`src/sv/rau_pkg.sv`:
```
// ----------------------------------------------------------------------------
// rau_pkg
// Shared types and constants of the rational arithmetic unit.
// ----------------------------------------------------------------------------
package rau_pkg;

	localparam int WORD_BITS_DEF = 32;
	localparam int CMD_BITS      = 3;

	typedef enum logic [2:0] {
		CMD_NORM = 3'd0,
		CMD_ADD  = 3'd1,
		CMD_SUB  = 3'd2,
		CMD_MUL  = 3'd3,
		CMD_DIV  = 3'd4,
		CMD_EQ   = 3'd5,
		CMD_LT   = 3'd6,
		CMD_NONE = 3'd7
	} cmd_t;

	typedef enum logic [1:0] {
		ST_OK       = 2'd0,
		ST_ZERO_DEN = 2'd1,
		ST_DIV_ZERO = 2'd2,
		ST_OVERFLOW = 2'd3
	} status_t;

	// datapath operations issued by the controller
	typedef enum logic [3:0] {
		OP_NOP     = 4'd0,
		OP_LOAD    = 4'd1,  // capture operands, load lhs into the reducer
		OP_GCD     = 4'd2,  // one remainder bit step
		OP_DIVN    = 4'd3,  // divide numerator by gcd, one bit a step
		OP_DIVD    = 4'd4,  // divide denominator by gcd
		OP_STORE_A = 4'd5,  // keep reduced lhs, load rhs
		OP_STORE_B = 4'd6,  // keep reduced rhs
		OP_MUL1    = 4'd7,  // first cross products
		OP_MUL2    = 4'd8,  // second cross products
		OP_COMB    = 4'd9,  // combine and load the result into the reducer
		OP_FINAL   = 4'd10, // check the reduced result and set the output
		OP_MUL3    = 4'd11  // product of the two denominators
	} op_t;

	typedef struct packed {
		op_t     op;
		logic    start_div;  // restart the bit counter of a division
		status_t err;        // status to post with OP_FINAL when not ok
		logic    err_valid;
	} rau_cmd_t;

	typedef struct packed {
		logic zero_lden;
		logic zero_rden;
		logic num_zero;     // value in the reducer is zero
		logic gcd_done;     // remainder operand reached zero
		logic div_done;     // bit counter exhausted
		logic ovf;          // reduced value does not fit
		logic bn_zero;
	} rau_stat_t;

endpackage

```
`src/sv/rau_ctrl.sv`:
```
// ----------------------------------------------------------------------------
// rau_ctrl
// Sequencer: reduces each operand, forms the products and, for arithmetic commands, reduces the result.
// ----------------------------------------------------------------------------
module rau_ctrl (
	input  logic               clk,
	input  logic               arst_n,
	input  logic               in_fire,
	input  logic [2:0]         in_cmd,
	output logic               busy,
	output logic               out_valid,
	input  logic               out_ready,
	output rau_pkg::rau_cmd_t  cmd,
	input  rau_pkg::rau_stat_t stat
);
	typedef enum logic [9:0] {
		S_IDLE  = 10'b0000000001,
		S_CHECK = 10'b0000000010,
		S_RED   = 10'b0000000100,
		S_GCD   = 10'b0000001000,
		S_DIVN  = 10'b0000010000,
		S_DIVD  = 10'b0000100000,
		S_NEXT  = 10'b0001000000,
		S_MUL   = 10'b0010000000,
		S_FIN   = 10'b0100000000,
		S_OUT   = 10'b1000000000
	} state_t;

	state_t     state_q;
	logic [2:0] c_q;
	logic [1:0] which_q;  // 0 lhs, 1 rhs, 2 result
	logic       start_q;
	logic [1:0] mstep_q;
	logic       err_q;
	rau_pkg::status_t errc_q;

	logic binary;
	assign binary = (c_q != 3'(rau_pkg::CMD_NORM)) && (c_q != 3'(rau_pkg::CMD_NONE));
	assign busy = (state_q != S_IDLE);
	assign out_valid = (state_q == S_OUT);

	always_comb begin
		cmd = '0;
		cmd.op = rau_pkg::OP_NOP;
		cmd.start_div = start_q;
		cmd.err = errc_q;
		cmd.err_valid = err_q;
		unique case (state_q)
			S_IDLE: if (in_fire) cmd.op = rau_pkg::OP_LOAD;
			S_GCD:  cmd.op = rau_pkg::OP_GCD;
			S_DIVN: cmd.op = rau_pkg::OP_DIVN;
			S_DIVD: cmd.op = rau_pkg::OP_DIVD;
			S_NEXT: cmd.op = (which_q == 2'd0) ? rau_pkg::OP_STORE_A : rau_pkg::OP_STORE_B;
			S_MUL: begin
				unique case (mstep_q)
					2'd0:    cmd.op = rau_pkg::OP_MUL1;
					2'd1:    cmd.op = rau_pkg::OP_MUL2;
					2'd2:    cmd.op = rau_pkg::OP_MUL3;
					default: cmd.op = rau_pkg::OP_COMB;
				endcase
			end
			S_FIN:  cmd.op = rau_pkg::OP_FINAL;
			default: ;
		endcase
	end

	always_ff @(posedge clk or negedge arst_n) begin
		if (!arst_n) begin
			state_q <= S_IDLE;
			c_q <= '0;
			which_q <= '0;
			start_q <= 1'b0;
			mstep_q <= '0;
			err_q <= 1'b0;
			errc_q <= rau_pkg::ST_OK;
		end else begin
			unique case (state_q)
				S_IDLE: if (in_fire) begin
					c_q <= in_cmd;
					which_q <= 2'd0;
					err_q <= 1'b0;
					errc_q <= rau_pkg::ST_OK;
					state_q <= S_CHECK;
				end
				S_CHECK: begin
					if (c_q == 3'(rau_pkg::CMD_NONE)) begin
						state_q <= S_FIN;
					end else if (stat.zero_lden || (binary && stat.zero_rden)) begin
						err_q <= 1'b1;
						errc_q <= rau_pkg::ST_ZERO_DEN;
						state_q <= S_FIN;
					end else begin
						state_q <= S_RED;
					end
				end
				S_RED: begin
					// a zero numerator skips the gcd; a zero result is output as 0/1
					start_q <= 1'b1;
					state_q <= stat.num_zero ? S_NEXT : S_GCD;
				end
				S_GCD: begin
					if (start_q) start_q <= 1'b0;
					else if (stat.div_done) begin
						if (stat.gcd_done) begin
							start_q <= 1'b1;
							state_q <= S_DIVN;
						end else start_q <= 1'b1;
					end
				end
				S_DIVN: begin
					if (start_q) start_q <= 1'b0;
					else if (stat.div_done) begin
						start_q <= 1'b1;
						state_q <= S_DIVD;
					end
				end
				S_DIVD: begin
					if (start_q) start_q <= 1'b0;
					else if (stat.div_done) state_q <= S_NEXT;
				end
				S_NEXT: begin
					start_q <= 1'b0;
					if (stat.num_zero) begin
						// datapath value is 0 / anything: the final step outputs it as 0/1
					end
					if (which_q == 2'd2) begin
						state_q <= S_FIN;
					end else if (stat.ovf && !stat.num_zero) begin
						err_q <= 1'b1;
						errc_q <= rau_pkg::ST_OVERFLOW;
						state_q <= S_FIN;
					end else if (which_q == 2'd0 && binary) begin
						which_q <= 2'd1;
						state_q <= S_RED;
					end else if (!binary) begin
						which_q <= 2'd2;
						state_q <= S_FIN;
					end else begin
						mstep_q <= 2'd0;
						state_q <= S_MUL;
					end
				end
				S_MUL: begin
					if (mstep_q == 2'd0 && c_q == 3'(rau_pkg::CMD_DIV) && stat.bn_zero) begin
						err_q <= 1'b1;
						errc_q <= rau_pkg::ST_DIV_ZERO;
						state_q <= S_FIN;
					end else if (mstep_q == 2'd3) begin
						which_q <= 2'd2;
						state_q <= S_RED;
					end else if (mstep_q == 2'd1 &&
						(c_q == 3'(rau_pkg::CMD_EQ) || c_q == 3'(rau_pkg::CMD_LT))) begin
						state_q <= S_FIN;
					end
					mstep_q <= mstep_q + 2'd1;
				end
				S_FIN: state_q <= S_OUT;
				S_OUT: if (out_ready) state_q <= S_IDLE;
				default: state_q <= S_IDLE;
			endcase
		end
	end

endmodule

```
`config.mk`:
```
export PLATFORM = sky130hd
export DESIGN_NAME = rau_ctrl
export DESIGN_NICKNAME = d
export VERILOG_FILES = /design/src/sv/rau_pkg.sv /design/src/sv/rau_ctrl.sv
export SDC_FILE = /design/constraint.sdc
export NUM_CORES = 1
export LEC_CHECK = 0
export ABC_AREA = 1
export ABC_CLOCK_PERIOD_IN_PS = 2500
export BUFFER_PORTS_ARGS = -buffer_cell sky130_fd_sc_hd__buf_2
export CAP_MARGIN = 30
export CORE_UTILIZATION = 61
export DETAILED_ROUTE_END_ITERATION = 8
export HOLD_SLACK_MARGIN = 0.1
export PLACE_DENSITY_LB_ADDON = 0.1
export SLEW_MARGIN = 10
export SYNTH_ARGS = -nofsm -noshare
export SYNTH_HDL_FRONTEND = slang
export SYNTH_SLANG_ARGS = --single-unit
```
`constraint.sdc`:
```
create_clock -name clk -period 2.5 [get_ports clk]
set_clock_uncertainty 0.15 [all_clocks]
set_input_delay 0.25 -clock clk [delete_from_list [all_inputs] [get_ports clk]]
set_output_delay 0.25 -clock clk [all_outputs]
set_load 0.1 [all_outputs]
```
Word level (Yosys, flattened, before mapping)

Index checks and enable logic that the tools add are counted.

Reductions and logical operators: 24
Add/subtract/negate cells: 1
Muxes and demuxes: 53
Equal/unequal tests: 41

Operators by type and width:

| operator               | count |
|---|---|
| $mux W10               | 12 |
| $pmux W10 S10          | 1 |
| $mux W9                | 6 |
| $ne A2 B2 Y1 const B   | 18 |
| $mux W2                | 17 |
| $pmux W4 S7            | 1 |
| $reduce_and A7 Y1      | 2 |
| $eq A3 B3 Y1 const B   | 4 |
| $pmux W4 S3            | 1 |
| $eq A10 B1 Y1 const B  | 1 |
| $eq A10 B10 Y1 const B | 1 |
| $eq A10 B2 Y1 const B  | 1 |
| $eq A10 B3 Y1 const B  | 1 |
| $eq A10 B4 Y1 const B  | 1 |
| $eq A10 B5 Y1 const B  | 1 |
| $eq A10 B6 Y1 const B  | 1 |
| $eq A10 B7 Y1 const B  | 1 |
| $eq A10 B8 Y1 const B  | 1 |
| $eq A10 B9 Y1 const B  | 1 |
| $ne A10 B1 Y1 const B  | 1 |
| $reduce_and A10 Y1     | 1 |
| $mux W1                | 9 |
| $reduce_bool A3 Y1     | 3 |
| $pmux W2 S4            | 1 |
| 20 further kinds       | 32 |

Flip-flop bits (word level): 21
Output and inout port bits: 10
Logic and storage cells: 126

Longest topological paths before layout

Gate-level depths: netlist of run 1.

Depth in word-level cells: 7
Depth in mapped cells: 12

Worst setup path after synthesis of run 1

Ideal clock, no wire load.

Kind: reg-to-output
Start: register state_q[2]
End: output cmd[7] in the netlist's numbering
Required time: 2100 ps
Stages on the path, launching flop included: 6
Path slack: -950 ps
Arrival time: 3050 ps
Buffers on the path: 0
Cell sequence: dfrtp_1 nor2_2 nand2_4 nor2_8 nand2_2 o21ai_0

RTL lines:

| what                   | line           | text |
|---|---|---|
| start, declared        | rau_ctrl.sv:29 | `state_t state_q;` |
| start signal, assigned | rau_ctrl.sv:99 | `state_q <= stat.num_zero ? S_NEXT : S_GCD;` |
| end, declared          | rau_ctrl.sv:13 | `output rau_pkg::rau_cmd_t cmd,` |

==> metrics.txt, run 1 <==
outcome=finished, final reports clean; detailed-route DRC error count=0; detail-routed net length per standard cell=12.51 um; final core occ=0.7495; number of sinks handled by clock tree synthesis=21; Yosys cell types=28; insertion delay to the later sink of the worst-skew pair=0.30 ns; worst min-delay path class=input port to register; maximum number of pins on one net before global-route repair=22; source of the worst hold timing path=stat[2]; endpoints failing hold=0; Crit. End Element=output port; number of buffers added on ports=23; FF+latch count, synth=21; largest cells by area after synthesis=sky130_fd_sc_hd__dfrtp_1, sky130_fd_sc_hd__nand2_1, sky130_fd_sc_hd__inv_1; Critical Path Slowest Stage Cell=sky130_fd_sc_hd__dfrtp_1; Post-Synthesis Cells=243; number of global-route vias before repair=1386; buffer count from post-CTS setup fixing=0; multiplexer area fraction after synthesis=0.01366; Remaining Overflow, GRT=0; crit path buf inv count=2; Area growth syn-to-layout=14.64%; share of layout cells above drive strength 1=0.1978; cell repeated most along the worst path=sky130_fd_sc_hd__nand2_1; Initial Util=0.6538; overall die width=54.00 um; number of rows created at floorplan=18; max-cap violation count=0; number of antenna violations at the first check in global routing=0; clock tree from TritonCTS=done; stage delay of the slowest cell on the critical path=0.45 ns; syn_area_per_cell=6.786 um^2; Clock transition at path regs=between 0.1 and 0.15 ns; sequential element share of the synthesized area=0.3194; combinational family with the most area after synthesis=simple AND/OR/NAND/NOR gates; cell chain of the critical path=nor2_4 -> nand2_4 -> nor2_8 -> nand2_2 -> inv_2 -> nand2_1 -> nand2_1 -> a21oi_1 -> nand4_1 -> buf_8; post-synthesis share of cell area spent on xor and xnor gates=0; leakage power of the design=1.122 nW; worst-margin pin slew=0.4797 ns; Largest delay share family, worst path=simple AND/OR/NAND/NOR gates; CP startpoint=state_q[8]$_DFFE_PN0P_; minimum clock period=2.390 ns; Crit Path Max Fanout=6; placer's final routability congestion estimate=between 0.9 and 1; drt via density=between 5 and 6; global-route usage over all layers=0.2834; setup slack, reg-to-reg=approximately 0.40 ns; post-synth design cell area=around 0.0016 mm^2; detailed router's first-iteration violation count=77; CTS Root Buffer Type=sky130_fd_sc_hd__clkbuf_4; Crit path arrival time=1.99 ns; layout net count=roughly 300; total number of H-tree levels=1; Fmax achieved=0.4184 GHz; area enclosed by the die boundary=0.002915 mm^2; Power Dens Cells=1349 mW/mm^2; Final HPWL DP=2953 um; CTS max path bufs=2; relative slew slack=0.6802; synthesized-area fraction occupied by and/or/nand/nor cells=0.4552; Core Footprint=~0.0025 mm^2; number of nets still failing antenna checks after routing=0; worst IR drop on VDD=around 1.3 mV; type of the setup path with the least slack=register to output port; I/O pin count=24; overall routed net length=about 3800 um; final clock period utilization by the worst path=0.9559; area fraction of the dominant cell type after synthesis=0.3035; routed via count=1613; overall die height=between 50 and 60 um; Initial DRT Pass Iterations=5; Inserted Diodes=0; first-pass GRT wire length=~6000 um; Post-Place Cell Area=0.001793 mm^2; Post-Synthesis Net Count=262; CP startpoint kind=register; Final Setup Violations=0; total of warnings raised by yosys=0; share of the synthesized area in compound gates (AO/OA/AOI/OAI)=0.06525; most area-hungry cell type in the Yosys netlist=sky130_fd_sc_hd__dfrtp_1; Final Max Tran Viols=0; number of buffers inserted during clock tree synthesis=3; adder and majority gate portion of the synthesized area=0.03794; Req. time, crit path=2.10 ns; final standard cell area without fillers=0.001891 mm^2; reg-to-reg startpoint=mstep_q[0]$_DFFE_PN0P_
[placed cells by master, fill, tap and decap left out]
| cell | Yosys | layout |
|---|---|---|
| sky130_fd_sc_hd__mux2_1 | 2 | 2 |
| sky130_fd_sc_hd__inv_4 | 1 | 1 |
| sky130_fd_sc_hd__nand3_1 | 25 | 25 |
| sky130_fd_sc_hd__nand2_1 | 62 | 62 |
| sky130_fd_sc_hd__o21ai_2 | 1 | 1 |
| sky130_fd_sc_hd__dfstp_2 | 1 | 1 |
| sky130_fd_sc_hd__inv_2 | 1 | 1 |
| sky130_fd_sc_hd__o221ai_1 | 1 | 1 |
| sky130_fd_sc_hd__buf_2 | 0 | 19 |
| sky130_fd_sc_hd__o22ai_1 | 1 | 1 |
| sky130_fd_sc_hd__clkbuf_1 | 0 | 1 |
| sky130_fd_sc_hd__nand2_4 | 3 | 3 |
| sky130_fd_sc_hd__nor2_4 | 4 | 4 |
| sky130_fd_sc_hd__buf_8 | 0 | 1 |
| sky130_fd_sc_hd__nand2_2 | 7 | 7 |
| sky130_fd_sc_hd__nor3_1 | 1 | 1 |
| sky130_fd_sc_hd__nand3_2 | 3 | 3 |
| sky130_fd_sc_hd__a21oi_1 | 8 | 8 |
| sky130_fd_sc_hd__o21ai_1 | 3 | 4 |
| sky130_fd_sc_hd__clkbuf_4 | 0 | 5 |
| sky130_fd_sc_hd__nand3b_1 | 1 | 1 |
| sky130_fd_sc_hd__nand4_1 | 7 | 7 |
| sky130_fd_sc_hd__nor2_1 | 32 | 32 |
| sky130_fd_sc_hd__dlygate4sd3_1 | 0 | 5 |
| sky130_fd_sc_hd__dfrtp_1 | 20 | 20 |
| sky130_fd_sc_hd__buf_6 | 0 | 1 |
| sky130_fd_sc_hd__nor3b_4 | 1 | 1 |
| sky130_fd_sc_hd__o21ai_0 | 4 | 3 |
| sky130_fd_sc_hd__inv_1 | 41 | 41 |
| sky130_fd_sc_hd__nor2_8 | 1 | 1 |
| sky130_fd_sc_hd__o2111ai_2 | 0 | 1 |
| sky130_fd_sc_hd__ha_1 | 5 | 5 |
| sky130_fd_sc_hd__nor2_2 | 4 | 4 |
[power breakdown]
group	internal (mW)	switching (mW)	total (mW)
Combinational	0.477	1.33	1.81
Clock	0.0622	0.105	0.167
Sequential	0.468	0.109	0.577
Total	1.01	1.54	2.55
[logic make-up after synthesis]
logic type / count (synthesis)
flip-flops: 21
multiplexers: 2
AO/OA/AOI/OAI: 19
buffers and inverters: 45
adder cells (fa/ha/maj): 5
AND/OR/NAND/NOR: 151
[worst paths after layout]
kind                                           to  cells past startpoint
min in group asynchronous  state_q[1]$_DFFE_PN0P_                      2
hold / removal                start_q$_DFFE_PN0P_                      3
max in group asynchronous  state_q[0]$_DFFE_PN1P_                      2
setup / recovery                           cmd[5]                     10
setup reg to reg           state_q[8]$_DFFE_PN0P_                     10
hold reg to reg             errc_q[0]$_DFFE_PN0P_                      2
[area by class of cell]
type	count	area [um^2]
fill	225	631.9
timing repair buffer	28	186.4
sequential	21	526.8
tap	30	37.54
clock buffer	4	26.28
inverter	43	163.9
multi-input combinational	177	949.7
[stage by stage]
stage	setup slack [ns]	instances	setup TNS, ns	power, mW	hold WS (ns)
after global placement	0.3685	294	0	2.319	0.08369
after CTS	0.03471	303	0	2.517	0.1141
final	0.1102	303	0	2.551	0.1170
after floorplan	-0.1911	243	-0.1911	2.055	-0.1956
after global routing	-0.01589	303	-0.01589	2.746	0.1034
after detailed placement	0.3141	294	0	2.336	0.08260
[what timing repair did]
| item | CTS | global route |
|---|---|---|
| gates resized for setup | 1 | 7 |
| hold buffers | 5 | 0 |
| setup endpoints to repair | 1 | 4 |
| endpoints found under the hold margin | 25 | 0 |
[synthesized netlist by cell type]
library cell / count
sky130_fd_sc_hd__o221ai_1: 1
sky130_fd_sc_hd__o2111ai_1: 1
sky130_fd_sc_hd__ha_1: 5
sky130_fd_sc_hd__buf_4: 2
sky130_fd_sc_hd__inv_2: 1
sky130_fd_sc_hd__nor2_2: 4
sky130_fd_sc_hd__dfrtp_1: 20
sky130_fd_sc_hd__o21ai_1: 3
sky130_fd_sc_hd__nor3_1: 1
sky130_fd_sc_hd__inv_1: 41
sky130_fd_sc_hd__nor3b_4: 1
sky130_fd_sc_hd__mux2_1: 2
sky130_fd_sc_hd__a21oi_1: 8
sky130_fd_sc_hd__o22ai_1: 1
sky130_fd_sc_hd__nand2_4: 3
sky130_fd_sc_hd__nor2_1: 32
sky130_fd_sc_hd__dfstp_2: 1
sky130_fd_sc_hd__nand3_2: 3
sky130_fd_sc_hd__nand3b_1: 1
sky130_fd_sc_hd__nor2_4: 4
sky130_fd_sc_hd__nand3_1: 25
sky130_fd_sc_hd__o21ai_2: 1
sky130_fd_sc_hd__nor2_8: 1
sky130_fd_sc_hd__nand2_2: 7
sky130_fd_sc_hd__nand4_1: 7
sky130_fd_sc_hd__inv_4: 1
sky130_fd_sc_hd__nand2_1: 62
sky130_fd_sc_hd__o21ai_0: 4
[registers in the layout, indices dropped and copies added, names as in the netlist]
name	count
err_q	1
start_q	1
state_q	10
mstep_q	2
errc_q	2
c_q	3
which_q	2
[tightest hold or removal path, cell delays in order]
cell                      delay (ns)
sky130_fd_sc_hd__buf_2          0.09
sky130_fd_sc_hd__nand2_1        0.09
sky130_fd_sc_hd__o22ai_1        0.10
[metal layers]
metal | GRT usage | vias up | part of all wire
li1 | - | 825 | -
met1 | 0.3679 | 724 | 0.45
met3 | 0.03390 | 5 | 0.073
met4 | 0.06838 | 0 | 0.0079
met2 | 0.4959 | 59 | 0.47
met5 | 0 | - | 0
Note: power is estimated with default switching activity, not from simulation.
==> run 2: changes to the inputs <==
--- a/config.mk
+++ b/config.mk
@@ -12,2 +12,3 @@
 export CORE_UTILIZATION = 61
+export CTS_CLUSTER_DIAMETER = 50
 export DETAILED_ROUTE_END_ITERATION = 8
--- a/constraint.sdc
+++ b/constraint.sdc
@@ -4,2 +4,2 @@
 set_output_delay 0.25 -clock clk [all_outputs]
-set_load 0.1 [all_outputs]
+set_load 0.05 [all_outputs]
==> run 2 against run 1 <==
  * Sequential power about the same
  * Clock power up 5%
  * Global-route usage up 3.5 points
  * Hold slack better by 0.0057 ns
  * Die area unchanged
  * Highest routed layer unchanged
==> metrics.txt, run 2 (synthesis results as in run 1) <==
number of buffers added on ports=23 (unchanged); register bank with the most flops=state_q; number of global-route vias before repair=1459 (+5.3%); most common cell after layout, fill and taps aside=sky130_fd_sc_hd__nand2_1; outcome=finished, final reports clean; switching power share of the total=0.5667 (-0.03853); Req. time, crit path=2.10 ns (about the same); total design power=2.267 mW (-11%); insertion delay to the later sink of the worst-skew pair=0.31 ns (about the same); highest metal layer used by the detailed router=met4; Inserted Diodes=0 (unchanged); Crit path arrival time=1.98 ns (about the same); number of sinks handled by clock tree synthesis=21 (unchanged); detail-routed net length per standard cell=12.82 um (+2.5%); CP startpoint kind=register; CTS max path bufs=2 (unchanged); Clock power frac=0.077 (+0.012); minimum clock period=2.381 ns (-0.008635 ns); final clock period utilization by the worst path=0.9525 (-0.003454); portion of total power attributed to combinational logic=0.667 (-0.041); number of antenna violations at the first check in global routing=0 (unchanged); Critical Path Slowest Stage Cell=sky130_fd_sc_hd__dfrtp_2; number of placed instances with taps included=294 (unchanged); worst IR drop on VDD=1.029 mV (-18%); routed via count=1626 (+0.81%); max-cap violation count=0 (unchanged); detailed-routed wire length on met3=272 um (-1.8%); Largest delay share family, worst path=simple AND/OR/NAND/NOR gates; fraction of power consumed by sequential logic=0.255 (+0.029); type of the setup path with the least slack=register to output port; Crit Path Max Fanout=6 (unchanged); Initial DRT Pass Iterations=4 (-1); buffer count from post-CTS setup fixing=0 (unchanged); overall die width=54.00 um (unchanged); area enclosed by the die boundary=0.002915 mm^2 (unchanged); Final Max Tran Viols=0 (unchanged); detailed router's first-iteration violation count=86 (+12%); Crit. End Element=output port; Fmax achieved=0.4200 GHz (+0.36%); worst-margin pin slew=0.4850 ns (+0.005217 ns); sum of negative setup slack=0 ns (unchanged); Final HPWL DP=3034 um (+2.7%); clock tree from TritonCTS=done; Core Footprint=0.002522 mm^2 (unchanged); number of rows created at floorplan=18 (unchanged); maximum number of pins on one net before global-route repair=22 (unchanged); RSZ-0062 raised after global routing=false; worst min-delay path class=input port to register; Area growth syn-to-layout=13.88%; placer's final routability congestion estimate=0.9451 (-1.7%); first-pass GRT wire length=6575 um (+12%); Power Dens Cells=1207 mW/mm^2 (-11%); drt via density=5.349 (+0.47%); number of buffers inserted during clock tree synthesis=3 (unchanged); met2 wire len=1821 um (+1.4%); share of layout cells above drive strength 1=0.2007 (+0.002928); detailed-route DRC error count=0 (unchanged); Final Setup Violations=0 (unchanged); total number of H-tree levels=1 (unchanged); layout net count=294 (+0.34%); Switch Pwr=1.285 mW (-17%); relative slew slack=0.6767 (-0.003478); overall routed net length=3898 um (+2.8%); CTS Root Buffer Type=sky130_fd_sc_hd__clkbuf_4; cell chain of the critical path=nor2_4 -> nand2_4 -> nor2_8 -> nand2_2 -> inv_2 -> nand2_1 -> nand2_1 -> a21oi_1 -> nand4_1 -> buf_4; endpoints failing hold=0 (unchanged); met1 wire length=1729 um (+2.5%); internal power summed over all cells=0.9822 mW (-2.4%); overall die height=54.00 um (unchanged); Initial Util=0.6538 (unchanged); highest-count cells in the layout ignoring fill and taps=sky130_fd_sc_hd__nand2_1, sky130_fd_sc_hd__inv_1, sky130_fd_sc_hd__nor2_1; number of nets still failing antenna checks after routing=0 (unchanged); stage delay of the slowest cell on the critical path=0.46 ns (about the same); filler-free cell count of the finished design=304 (+0.33%); cell repeated most along the worst path=sky130_fd_sc_hd__nand2_1; largest registers=state_q x10, c_q x3; global-route usage over all layers=0.3184 (+0.03509); max FFs per register=10 (unchanged); leakage power of the design=1.120 nW (-0.14%); crit path buf inv count=2 (unchanged); Remaining Overflow, GRT=0 (unchanged); Clock transition at path regs=0.13 ns (about the same); I/O pin count=24 (unchanged)
-- run 2: timing repair --
| action | CTS | global route |
|---|---|---|
| setup endpoints to repair | 0 | 1 |
| hold buffers | 6 | 0 |
| hold endpoints to repair | 26 | 0 |
| gates resized for setup | 0 | 3 |
-- run 2: path summary, 6_finish.rpt --
kind / start / to / slack (ns) / cells after the start
worst max-delay path: state_q[8]$_DFFE_PN0P_ / cmd[5] / 0.12 / 10
worst min-delay path: out_ready / state_q[9]$_DFFE_PN0P_ / 0.12 / 4
worst max register to register: mstep_q[0]$_DFFE_PN0P_ / state_q[8]$_DFFE_PN0P_ / 0.53 / 10
worst min register to register: err_q$_DFFE_PN0P_ / err_q$_DFFE_PN0P_ / 0.33 / 2
max in group asynchronous: arst_n / state_q[8]$_DFFE_PN0P_ / 1.58 / 2
min in group asynchronous: arst_n / state_q[7]$_DFFE_PN0P_ / 0.26 / 2
-- run 2: power by group through the flow --
stage / clock network, mW / registers [mW] / logic (mW)
2_1_floorplan: 0 / 0.618 / 1.17
3_3_place_gp: 0 / 0.580 / 1.48
3_5_place_dp: 0 / 0.586 / 1.49
4_1_cts: 0.177 / 0.578 / 1.50
5_1_grt: 0.188 / 0.598 / 1.69
6_report: 0.175 / 0.579 / 1.51
-- run 2: final cells by class --
class / instances / area (um^2)
Clock buffer: 3 / 22.52
Clock inverter: 1 / 5.005
Fill cell: 222 / 644.4
Inverter: 43 / 163.9
Multi-Input combinational cell: 177 / 943.4
Sequential cell: 21 / 528.0
Tap cell: 30 / 37.54
Timing Repair Buffer: 29 / 177.7
-- run 2: through the flow --
stage	util	setup WS, ns	instance area, um^2	hold slack, ns
final	0.7445	0.1188	1878	0.1227
after global routing	0.7445	0.007267	1878	0.1442
after CTS	0.7431	0.09056	1874	0.1175
after detailed placement	0.7083	0.4583	1787	0.09166
after global placement	0.7083	0.5001	1787	0.08511
after floorplan	-	0.06812	1649	-0.1956
-- run 2: routing by layer --
layer / vias to the layer above / track usage
met3: 10 / 0.03390
met2: 80 / 0.5247
met5: - / 0
met4: 0 / 0.09829
li1: 825 / -
met1: 711 / 0.4345
-- run 2: worst register-to-register path, stage by stage (launching register included) --
cell                      delay, ns
sky130_fd_sc_hd__dfrtp_1       0.43
sky130_fd_sc_hd__inv_1         0.13
sky130_fd_sc_hd__ha_1          0.18
sky130_fd_sc_hd__nand3_1       0.08
sky130_fd_sc_hd__nor2_1        0.14
sky130_fd_sc_hd__inv_1         0.08
sky130_fd_sc_hd__o21ai_0       0.08
sky130_fd_sc_hd__nor2_1        0.09
sky130_fd_sc_hd__inv_1         0.07
sky130_fd_sc_hd__nand3_2       0.20
sky130_fd_sc_hd__a21oi_1       0.25
